===== src/krr_pkg.sv =====
package krr_pkg;

  localparam int unsigned KEY_W     = 4;
  localparam int unsigned USAGE_W   = 8;
  localparam int unsigned OUT_SLOTS = 6;

  // matrix key numbers
  localparam logic [KEY_W-1:0] KEY_UP  = 4'd0;
  localparam logic [KEY_W-1:0] KEY_DN  = 4'd1;
  localparam logic [KEY_W-1:0] KEY_LT  = 4'd2;
  localparam logic [KEY_W-1:0] KEY_RT  = 4'd3;
  localparam logic [KEY_W-1:0] KEY_MID = 4'd4;
  localparam logic [KEY_W-1:0] KEY_A   = 4'd5;
  localparam logic [KEY_W-1:0] KEY_B   = 4'd6;
  localparam logic [KEY_W-1:0] KEY_X   = 4'd7;
  localparam logic [KEY_W-1:0] KEY_Y   = 4'd8;

  // HID keyboard usage codes
  localparam logic [USAGE_W-1:0] USG_NONE   = 8'h00;
  localparam logic [USAGE_W-1:0] USG_UP     = 8'h52;
  localparam logic [USAGE_W-1:0] USG_DOWN   = 8'h51;
  localparam logic [USAGE_W-1:0] USG_LEFT   = 8'h50;
  localparam logic [USAGE_W-1:0] USG_RIGHT  = 8'h4F;
  localparam logic [USAGE_W-1:0] USG_SPACE  = 8'h2C;
  localparam logic [USAGE_W-1:0] USG_DELETE = 8'h2A;
  localparam logic [USAGE_W-1:0] USG_ENTER  = 8'h28;
  localparam logic [USAGE_W-1:0] USG_ESCAPE = 8'h29;
  localparam logic [USAGE_W-1:0] USG_TAB    = 8'h2B;

  // command bit
  localparam logic CMD_PRESS   = 1'b0;
  localparam logic CMD_RELEASE = 1'b1;

  typedef enum logic [2:0] {
    ST_IDLE,
    ST_PRESS,
    ST_REL_SCAN,
    ST_REL_PAD,
    ST_DONE
  } krr_state_e;

  typedef enum logic [1:0] {
    WSRC_USAGE,
    WSRC_VALUE,
    WSRC_ZERO
  } krr_wsrc_e;

  // compare result on the slot currently read
  typedef struct packed {
    logic hit;
    logic empty;
  } krr_match_t;

  // slot write request from the sequencer
  typedef struct packed {
    logic      en;
    krr_wsrc_e src;
  } krr_wctl_t;

  function automatic logic [USAGE_W-1:0] krr_usage(input logic [KEY_W-1:0] key);
    logic [USAGE_W-1:0] u;
    unique case (key)
      KEY_UP:  u = USG_UP;
      KEY_DN:  u = USG_DOWN;
      KEY_LT:  u = USG_LEFT;
      KEY_RT:  u = USG_RIGHT;
      KEY_MID: u = USG_SPACE;
      KEY_A:   u = USG_DELETE;
      KEY_B:   u = USG_ENTER;
      KEY_X:   u = USG_ESCAPE;
      KEY_Y:   u = USG_TAB;
      default: u = USG_NONE;
    endcase
    return u;
  endfunction

endpackage


===== src/krr_match.sv =====
module krr_match
  import krr_pkg::*;
(
  input  logic [USAGE_W-1:0] slot_i,
  input  logic [USAGE_W-1:0] usage_i,
  output krr_match_t         match_o
);

  // shared comparator: one slot against the event usage and against empty
  assign match_o.hit   = (slot_i == usage_i);
  assign match_o.empty = (slot_i == USG_NONE);

endmodule


===== src/krr_ctrl.sv =====
module krr_ctrl
  import krr_pkg::*;
#(
  parameter int unsigned SLOTS = 6,
  parameter int unsigned IW    = (SLOTS > 1) ? $clog2(SLOTS) : 1,
  parameter int unsigned CW    = $clog2(SLOTS + 1)
) (
  input  logic          clk_i,
  input  logic          rst_ni,
  input  logic          start_i,
  input  logic          cmd_i,
  input  logic          usage_zero_i,
  input  krr_match_t    match_i,
  output logic [IW-1:0] rd_addr_o,
  output logic [IW-1:0] wr_addr_o,
  output krr_wctl_t     wctl_o,
  output logic          load_o,
  output logic          idle_o
);

  localparam logic [IW-1:0] LAST = IW'(SLOTS - 1);
  localparam logic [CW-1:0] FULL = CW'(SLOTS);

  krr_state_e    state_q, state_d;
  logic [IW-1:0] idx_q, idx_d;
  logic [CW-1:0] wr_q, wr_d;

  // next state
  always_comb begin
    state_d = state_q;
    unique case (state_q)
      ST_IDLE: begin
        if (start_i) begin
          if (usage_zero_i) begin
            state_d = ST_DONE;
          end else if (cmd_i == CMD_RELEASE) begin
            state_d = ST_REL_SCAN;
          end else begin
            state_d = ST_PRESS;
          end
        end
      end
      ST_PRESS: begin
        if (match_i.hit || match_i.empty || idx_q == LAST) begin
          state_d = ST_DONE;
        end
      end
      ST_REL_SCAN: begin
        if (idx_q == LAST) begin
          state_d = ST_REL_PAD;
        end
      end
      ST_REL_PAD: begin
        if (wr_q == FULL) begin
          state_d = ST_DONE;
        end
      end
      ST_DONE: state_d = ST_IDLE;
      default: state_d = ST_IDLE;
    endcase
  end

  // outputs and counters
  always_comb begin
    idx_d      = idx_q;
    wr_d       = wr_q;
    wctl_o.en  = 1'b0;
    wctl_o.src = WSRC_USAGE;
    wr_addr_o  = idx_q;
    load_o     = 1'b0;
    idle_o     = 1'b0;
    unique case (state_q)
      ST_IDLE: begin
        idle_o = 1'b1;
        idx_d  = '0;
        wr_d   = '0;
      end
      ST_PRESS: begin
        // first free slot takes the usage unless it is already held
        wctl_o.en  = match_i.empty && !match_i.hit;
        wctl_o.src = WSRC_USAGE;
        wr_addr_o  = idx_q;
        idx_d      = idx_q + 1'b1;
      end
      ST_REL_SCAN: begin
        // keep every other nonzero usage, packed toward slot 0
        wctl_o.en  = !match_i.hit && !match_i.empty;
        wctl_o.src = WSRC_VALUE;
        wr_addr_o  = wr_q[IW-1:0];
        if (wctl_o.en) begin
          wr_d = wr_q + 1'b1;
        end
        idx_d = idx_q + 1'b1;
      end
      ST_REL_PAD: begin
        wctl_o.en  = (wr_q != FULL);
        wctl_o.src = WSRC_ZERO;
        wr_addr_o  = wr_q[IW-1:0];
        if (wctl_o.en) begin
          wr_d = wr_q + 1'b1;
        end
      end
      ST_DONE: load_o = 1'b1;
      default: ;
    endcase
  end

  assign rd_addr_o = idx_q;

  always_ff @(posedge clk_i or negedge rst_ni) begin
    if (!rst_ni) begin
      state_q <= ST_IDLE;
      idx_q   <= '0;
      wr_q    <= '0;
    end else begin
      state_q <= state_d;
      idx_q   <= idx_d;
      wr_q    <= wr_d;
    end
  end

endmodule


===== src/keyboard_rollover_report_table.sv =====
// Channel   Dir  tdata (low bit up)         tuser
// s_axis    in   key[3:0], zero pad to 8     command (0 press, 1 release)
// m_axis    out  slot0[7:0] .. slot5[7:0]    -
//
// Unknown key: the sequencer goes straight to its done state and loads the unchanged slots.
// Press: the comparator walks the slots one per cycle, up to a match, an empty slot or the last slot.
// Release: a scan of every slot, then zero padding of the slots past the n usages kept.
// The sequencer uses a single slot comparator for every step.
// Reset clears the slots and all control at once. A new request is taken only
// when the sequencer is idle and the previous result has been taken.
module keyboard_rollover_report_table
  import krr_pkg::*;
#(
  parameter int unsigned SLOTS = 6
) (
  input  logic                           clk_i,
  input  logic                           rst_ni,
  input  logic                           s_axis_tvalid,
  output logic                           s_axis_tready,
  input  logic [7:0]                     s_axis_tdata,  // key[3:0], pad
  input  logic                           s_axis_tuser,  // command
  output logic                           m_axis_tvalid,
  input  logic                           m_axis_tready,
  output logic [OUT_SLOTS*USAGE_W-1:0]   m_axis_tdata   // slot0 .. slot5
);

  localparam int unsigned IW = (SLOTS > 1) ? $clog2(SLOTS) : 1;
  localparam int unsigned CW = $clog2(SLOTS + 1);

  logic [USAGE_W-1:0] slots_q [SLOTS];
  logic [USAGE_W-1:0] usage_q;
  logic [USAGE_W-1:0] usage_in;
  logic [USAGE_W-1:0] rd_val;
  logic [USAGE_W-1:0] wr_val;
  logic [IW-1:0]      rd_addr;
  logic [IW-1:0]      wr_addr;
  krr_match_t         match;
  krr_wctl_t          wctl;
  logic               load;
  logic               idle;
  logic               s_acc;
  logic               m_valid_q;
  logic [OUT_SLOTS*USAGE_W-1:0] m_data_q;
  logic [OUT_SLOTS*USAGE_W-1:0] report;

  assign usage_in      = krr_usage(s_axis_tdata[KEY_W-1:0]);
  assign s_axis_tready = idle && !m_valid_q;
  assign s_acc         = s_axis_tvalid && s_axis_tready;
  assign rd_val        = slots_q[rd_addr];

  krr_match u_match (
    .slot_i  (rd_val),
    .usage_i (usage_q),
    .match_o (match)
  );

  krr_ctrl #(
    .SLOTS (SLOTS),
    .IW    (IW),
    .CW    (CW)
  ) u_ctrl (
    .clk_i        (clk_i),
    .rst_ni       (rst_ni),
    .start_i      (s_acc),
    .cmd_i        (s_axis_tuser),
    .usage_zero_i (usage_in == USG_NONE),
    .match_i      (match),
    .rd_addr_o    (rd_addr),
    .wr_addr_o    (wr_addr),
    .wctl_o       (wctl),
    .load_o       (load),
    .idle_o       (idle)
  );

  // slot write data
  always_comb begin
    unique case (wctl.src)
      WSRC_USAGE: wr_val = usage_q;
      WSRC_VALUE: wr_val = rd_val;
      WSRC_ZERO:  wr_val = USG_NONE;
      default:    wr_val = USG_NONE;
    endcase
  end

  // event usage, held for the scan
  always_ff @(posedge clk_i) begin
    if (s_acc) begin
      usage_q <= usage_in;
    end
  end

  // report slots
  always_ff @(posedge clk_i or negedge rst_ni) begin
    if (!rst_ni) begin
      for (int i = 0; i < SLOTS; i++) begin
        slots_q[i] <= USG_NONE;
      end
    end else if (wctl.en) begin
      slots_q[wr_addr] <= wr_val;
    end
  end

  // report image; slots past SLOTS read as empty
  for (genvar j = 0; j < OUT_SLOTS; j++) begin : g_report
    if (j < SLOTS) begin : g_held
      assign report[j*USAGE_W +: USAGE_W] = slots_q[j];
    end else begin : g_empty
      assign report[j*USAGE_W +: USAGE_W] = USG_NONE;
    end
  end

  // output register
  always_ff @(posedge clk_i or negedge rst_ni) begin
    if (!rst_ni) begin
      m_valid_q <= 1'b0;
    end else if (load) begin
      m_valid_q <= 1'b1;
    end else if (m_axis_tready) begin
      m_valid_q <= 1'b0;
    end
  end

  always_ff @(posedge clk_i) begin
    if (load) begin
      m_data_q <= report;
    end
  end

  assign m_axis_tvalid = m_valid_q;
  assign m_axis_tdata  = m_data_q;

endmodule


===== config.mk =====
export PLATFORM = sky130hd
export DESIGN_NAME = keyboard_rollover_report_table
export DESIGN_NICKNAME = d
export VERILOG_FILES = /design/src/krr_pkg.sv /design/src/krr_match.sv /design/src/krr_ctrl.sv /design/src/keyboard_rollover_report_table.sv
export SDC_FILE = /design/constraint.sdc
export NUM_CORES = 1
export LEC_CHECK = 0
export BUFFER_PORTS_ARGS = -buffer_cell sky130_fd_sc_hd__buf_2
export CAP_MARGIN = 20
export CELL_PAD_IN_SITES_DETAIL_PLACEMENT = 1
export CELL_PAD_IN_SITES_GLOBAL_PLACEMENT = 1
export CORE_ASPECT_RATIO = 1.25
export CORE_MARGIN = 2
export CORE_UTILIZATION = 30
export CTS_BUF_LIST = sky130_fd_sc_hd__clkbuf_8
export CTS_CLUSTER_DIAMETER = 200
export DETAILED_ROUTE_END_ITERATION = 16
export PLACE_DENSITY = 0.69
export SLEW_MARGIN = 10
export SYNTH_ARGS = -nofsm -noshare
export SYNTH_HDL_FRONTEND = slang
export SYNTH_HIERARCHICAL = 1
export SYNTH_SLANG_ARGS = --single-unit
export TNS_END_PERCENT = 5

===== constraint.sdc =====
create_clock -name clk_i -period 4.6 [get_ports clk_i]
set_clock_uncertainty 0.05 [all_clocks]
set_input_delay 0.46 -clock clk_i [delete_from_list [all_inputs] [get_ports clk_i]]
set_output_delay 0.46 -clock clk_i [all_outputs]
set_load 0.02 [all_outputs]

==> results of run 1 <==
[layer usage]
layer  global-route usage (%)  part of all wire, %  up-vias
met4                     7.32                  3.1        0
met5                        0                    0        -
li1                         -                    -     1565
met2                     24.2                   52       73
met3                     2.74                  3.1       21
met1                     16.2                   42     1603
[per-stage QoR]
stage | util (%) | area (um2) | cells | total power, uW
6_report | 35.9 | 5810 | 687 | 3770
5_1_grt | 35.9 | 5810 | 687 | 4020
3_5_place_dp | 33.7 | 5460 | 655 | 2980
3_3_place_gp | 33.7 | 5460 | 655 | 2930
2_1_floorplan | - | 4970 | 394 | 2600
4_1_cts | 35.9 | 5810 | 687 | 3810
[power groups by stage]
stage	Combinational, uW	Sequential [uW]	Clock [uW]
floorplan	951	1650	0
global placement	1310	1610	0
detailed placement	1350	1630	0
finish	1350	1610	817
global route	1490	1650	880
CTS	1360	1610	837
[placed cells by master, fill, tap and decap left out, drive strengths merged, types with 3 or more instances in the layout]
| master | instances |
|---|---|
| a21bo | 5 |
| a21o | 6 |
| a21oi | 6 |
| buf | 62 |
| clkbuf | 17 |
| clkinv | 7 |
| clkinvlp | 6 |
| dfrtp | 58 |
| edfxtp | 55 |
| ha | 8 |
| inv | 13 |
| mux2 | 6 |
| mux2i | 23 |
| nand2 | 57 |
| nand3 | 6 |
| nand4 | 3 |
| nor2 | 16 |
| nor2b | 6 |
| nor3 | 3 |
| o21ai | 55 |
| o221ai | 7 |
| o22ai | 10 |
| or2 | 3 |
| xnor2 | 8 |
[sequential cells by signal, summed over array words and instances, names as in the netlist]
name / flops
m_axis_tdata: 48
u_ctrl/rd_addr_o: 3
u_ctrl/wr_q: 3
report: 48
u_ctrl/state_q: 3
usage_q: 7
m_axis_tvalid: 1
[final timing paths]
kind	to	slack, ns	cells past startpoint
setup / recovery	report[0]$_DFFE_PN0P_	0.51	11
hold / removal	report[9]$_DFFE_PN0P_	0.12	2
setup reg to reg	report[0]$_DFFE_PN0P_	0.51	11
hold reg to reg	m_axis_tdata[46]$_DFFE_PP_	0.43	0
max in group asynchronous	report[46]$_DFFE_PN0P_	3.88	2
min in group clk_i	m_axis_tvalid$_DFFE_PN0P_	0.24	3
[cell families after synthesis]
logic type,Yosys count
buf+inv,28
flops,113
simple gates,104
other cells,1
mux,29
xor+xnor,8
fa+ha+maj,9
compound gates,102
[cell type report]
class / count / area, um2
clock buffers: 17 / 234
inverters: 11 / 41.3
repair buffers: 62 / 320
well taps: 216 / 270
fillers: 1762 / 10400
flip-flops and latches: 113 / 3100
multi-input cells: 253 / 1730
clock inverters: 15 / 115
==> metrics.txt, run 1 <==
status complete, no violations; post-synthesis compound-gate area fraction 15.5%; worst skew pair latency 0.44 ns; total CTS buffers 17; Psw 1510 uW; Max stage delay on crit path 0.72 ns; WHS 0.116 ns; Detailed Routing Iterations Pass 1 4; n_diodes 0; worst flop-to-flop path startpoint u_ctrl/rd_addr_o[0]$_DFFE_PN0P_; Seq cells post-synth 113; Clk pwr share 21.7%; measured slew at the worst slew-check pin 0.811 ns; initial DRC count 197; RSZ-0062 raised after global routing no; io pins 63; share of layout cells above drive strength 1 28.0%; via count 3262; top-count cell post-synth dfrtp_1; internal power 2260 uW; Die H 148 um; final hold violation count 0; quantity of I/O buffers inserted on ports 58; Max FO, Critical Path 16; Final Wtd Congestion 0.827; HPWL Detailed 8.11 mm; Seq pwr share 42.6%; initial core utilization 30.7%; Data arrival, critical path 4.33 ns; Synth top cells by count dfrtp_1 (58), nand2_1 (57), edfxtp_1 (55), o21ai_0 (37), mux2i_1 (23); post-synthesis sequential area ratio 62.5%; Critical Path Source u_ctrl/rd_addr_o[0]$_DFFE_PN0P_; Syn Inst Count 394; H-tree depth 4; Max VDD drop 281 uV; hold_buf cts 0; final worst slack 0.510 ns; first-pass GRT wire length 18.7 mm; Total GRT Usage 13.9%; CTS tree yes; largest cells by area after synthesis edfxtp_1 (33%), dfrtp_1 (29%), mux2i_1 (4.6%), nand2_1 (4.3%), o21ai_0 (3.7%); pre-CTS setup slack 0.557 ns; total gr overflow 0; Yosys top cell area share 33.3%; Synth Cell Area 4970 um2; Vias/cell 4.75; combinational group share of total power 35.7%; Net count, final 479; initial antenna violation count 0; static leakage 0.00231 uW; synth-to-layout area growth 17.1%; vias in the first global route 3510; clock transition at the registers of the reported paths 0.07 ns; ys async rst share 51.3%; crit path cell chain or2_1, o22ai_2, or2_2, or4_1, nor2_1, nand3b_1, a21oi_1, nor2b_1, nand2_1, nand2_1, o21ai_1; critical path required time 4.84 ns; num rows 52; critical path's most frequent cell nand2_1; YS warnings 6; CP bufs+invs 0; fin crit share 88.9%; root buffer cell clkbuf_8; Worst Hold Class primary input to async pin; average size of a mapped cell 12.6 um2; final slew viol count 0; largest net degree at the start of global routing 59; EDFF count, synth 55; Slowest cell on crit path dfrtp_1; Setup Buffers After CTS 0; core area 16200 um2; Sw Ratio 40.1%; Post-Synth Adder-Cell Area 2.22%; mux cell area share after synthesis 6.00%; Max-Cap Viols 0; CP Class register to register; normalized max-slew margin 45.8%; post-CTS resize count 0; Die Wd 119 um; Detail Route Antenna Nets 0; Yosys top cell by area edfxtp_1; XOR/XNOR Fraction of Synth Area 1.41%; PwrDens 649 nW/um2; main combinational cell family by area after synthesis compound AO/OA/AOI/OAI gates; simple-gate share of the synthesized area 9.50%; final wirelength 11.5 mm; kind of cell adding the most delay to the critical path simple AND/OR/NAND/NOR gates; Max Fclk 0.245 GHz; final setup fails 0; Avg WL per Cell 16.7 um; ys flop type dfrtp_1; Critical Path Start Type register; Die ar. 17600 um2; Worst Setup End Kind register; clock sinks 113; final setup TNS 0 ns; clk buf depth 2; Unique masters post-synth 54; Period minus WS final 4.09 ns; Net Count, Synth 415; Post-route DRC 0
Power figures use the tool's default switching activity.
==> run 2: changes to the inputs <==
--- a/config.mk
+++ b/config.mk
@@ -11,11 +11,11 @@
 export CELL_PAD_IN_SITES_GLOBAL_PLACEMENT = 1
 export CORE_ASPECT_RATIO = 1.25
 export CORE_MARGIN = 2
-export CORE_UTILIZATION = 30
+export CORE_UTILIZATION = 44
 export CTS_BUF_LIST = sky130_fd_sc_hd__clkbuf_8
 export CTS_CLUSTER_DIAMETER = 200
 export DETAILED_ROUTE_END_ITERATION = 16
-export PLACE_DENSITY = 0.69
+export PLACE_DENSITY = 0.9
 export SLEW_MARGIN = 10
 export SYNTH_ARGS = -nofsm -noshare
 export SYNTH_HDL_FRONTEND = slang
==> metrics.txt, run 2 (same netlist as run 1, synthesis figures left out) <==
R2R cell count 9 (was 11); static leakage 0.00235 uW (was 0.00231 uW); Post-route DRC 0 (unchanged); initial DRC count 165 (was 197); Vias/cell 5.50 (was 4.75); HPWL Detailed 8.22 mm (was 8.11 mm); Die ar. 12200 um2 (was 17600 um2); initial antenna violation count 0 (unchanged); Worst Setup End Kind register (unchanged); Max stage delay on crit path 0.73 ns (was 0.72 ns); Worst Hold Class primary input to async pin (unchanged); total gr overflow 0 (unchanged); final setup TNS 0 ns (unchanged); Max-Cap Viols 0 (unchanged); pre-CTS setup slack 0.438 ns (was 0.557 ns); largest net degree at the start of global routing 59 (unchanged); critical path required time 4.86 ns (was 4.84 ns); CP Class register to register (unchanged); normalized max-slew margin 49.8% (was 45.8%); RSZ-0062 raised after global routing no (unchanged); core area 11000 um2 (was 16200 um2); status complete, no violations (unchanged); final slew viol count 0 (unchanged); root buffer cell clkbuf_8 (unchanged); post-CTS resize count 0 (unchanged); Final Instance Area 5730 um2 (was 5810 um2); n_diodes 0 (unchanged); share of layout cells above drive strength 1 27.0% (was 28.0%); reg2reg setup slack 0.31 ns (was 0.51 ns); Max VDD drop 297 uV (was 281 uV); initial core utilization 45.0% (was 30.7%); Setup Buffers After CTS 0 (unchanged); io pins 63 (unchanged); clk buf depth 2 (unchanged); WHS 0.118 ns (was 0.116 ns); worst flop-to-flop path startpoint u_ctrl/rd_addr_o[0]$_DFFE_PN0P_ (unchanged); most frequent cells in the layout buf_2 (58), dfrtp_1 (58), nand2_1 (57) (unchanged); dpl cell area 5350 um2 (was 5460 um2); fin crit share 93.3% (was 88.9%); Detail Route Antenna Nets 0 (unchanged); FF/Latch Area 3100 um2 (unchanged); Net count, final 479 (unchanged); final worst slack 0.309 ns (was 0.510 ns); Avg WL per Cell 19.5 um (was 16.7 um); hold_buf cts 0 (unchanged); final setup fails 0 (unchanged); Detailed Routing Iterations Pass 1 4 (unchanged); clock sinks 113 (unchanged); clock transition at the registers of the reported paths 0.07 ns (about the same); CTS tree yes (unchanged); Fillers 1160 (was 1762); worst skew pair latency 0.44 ns (about the same); Max Fclk 0.233 GHz (was 0.245 GHz); reg2reg end report[13]$_DFFE_PN0P_ (was report[0]$_DFFE_PN0P_); vias in the first global route 3634 (was 3510); via count 3332 (was 3262); Final Wtd Congestion 0.829 (was 0.827); quantity of I/O buffers inserted on ports 58 (unchanged); Slowest cell on crit path dfrtp_1 (unchanged); Data arrival, critical path 4.55 ns (was 4.33 ns); total CTS buffers 17 (unchanged); final hold violation count 0 (unchanged); PwrDens 673 nW/um2 (was 649 nW/um2); crit path cell chain or2_1, o22ai_2, or2_2, or4_1, nor2_1, nand3b_1, a21oi_1, nand3_1, o21ai_0 (was or2_1, o22ai_2, or2_2, or4_1, nor2_1, nand3b_1, a21oi_1, nor2b_1, nand2_1, nand2_1, o21ai_1); area of the multi-input gates 1730 um2 (about the same); synth-to-layout area growth 15.5% (was 17.1%); H-tree depth 4 (unchanged); measured slew at the worst slew-check pin 0.753 ns (was 0.811 ns); first-pass GRT wire length 19.0 mm (was 18.7 mm); Period minus WS final 4.29 ns (was 4.09 ns); Die Wd 99.0 um (was 119 um); num rows 43 (was 52); Critical Path Start Type register (unchanged); Total GRT Usage 20.8% (was 13.9%); final wirelength 11.8 mm (was 11.5 mm); Max FO, Critical Path 16 (unchanged); Die H 123 um (was 148 um)
==> run 2: cell types whose count changed in the layout (fill, tap and decap cells not counted), sizes merged <==
cell,change
clkinvlp,-3
bufinv,+2
clkinv,-2
inv,+2
clkbuf,+1
==> run 2: layout make-up <==
type	instances	area share, %
clock buffer	18	4.32
clock inverter	14	2.20
inverter	11	0.720
multi-input combinational	253	30.1
sequential	113	54.1
tap	135	2.95
timing repair buffer	62	5.59
==> run 2: per-stage QoR <==
step,total power [uW],util [%],instances
finish,3860,52.0,606
global route,4080,52.0,606
CTS,3880,51.9,605
detailed placement,2990,48.5,573
global placement,2890,48.5,573
floorplan,2600,-,394
==> run 2: critical path, delay by kind of cell (launching register included) <==
family	cells	cell delay (ns)
compound gates	3	1.03
flops	1	0.73
simple gates	6	2.34
==> run 2: layer usage <==
metal	GRT usage (%)	part of all wire, %	vias up
li1	-	-	1556
met1	23.1	40	1692
met2	37.3	54	64
met3	4.78	3.0	20
met4	10.0	2.7	0
met5	0	0	-
==> run 2: where the power goes <==
part | total, uW | switching (uW) | internal [uW]
sequential | 1620 | 231 | 1390
clock | 871 | 389 | 482
combinational | 1360 | 867 | 495
==> run 2: how the worst max path moves through the flow <==
stage,depth (start not counted),slack (ns),endpoint,startpoint
final,9,0.31,report[13]$_DFFE_PN0P_,u_ctrl/rd_addr_o[0]$_DFFE_PN0P_
after global routing,9,0.1,report[13]$_DFFE_PN0P_,u_ctrl/rd_addr_o[0]$_DFFE_PN0P_
after CTS,9,0.40,report[29]$_DFFE_PN0P_,u_ctrl/rd_addr_o[0]$_DFFE_PN0P_
after detailed placement,9,0.44,report[25]$_DFFE_PN0P_,u_ctrl/rd_addr_o[0]$_DFFE_PN0P_
after global placement,11,0.72,report[21]$_DFFE_PN0P_,u_ctrl/rd_addr_o[0]$_DFFE_PN0P_
after floorplan,3,0.09,m_axis_tdata[0]$_DFFE_PP_,u_ctrl/state_q[2]$_DFFE_PN0P_
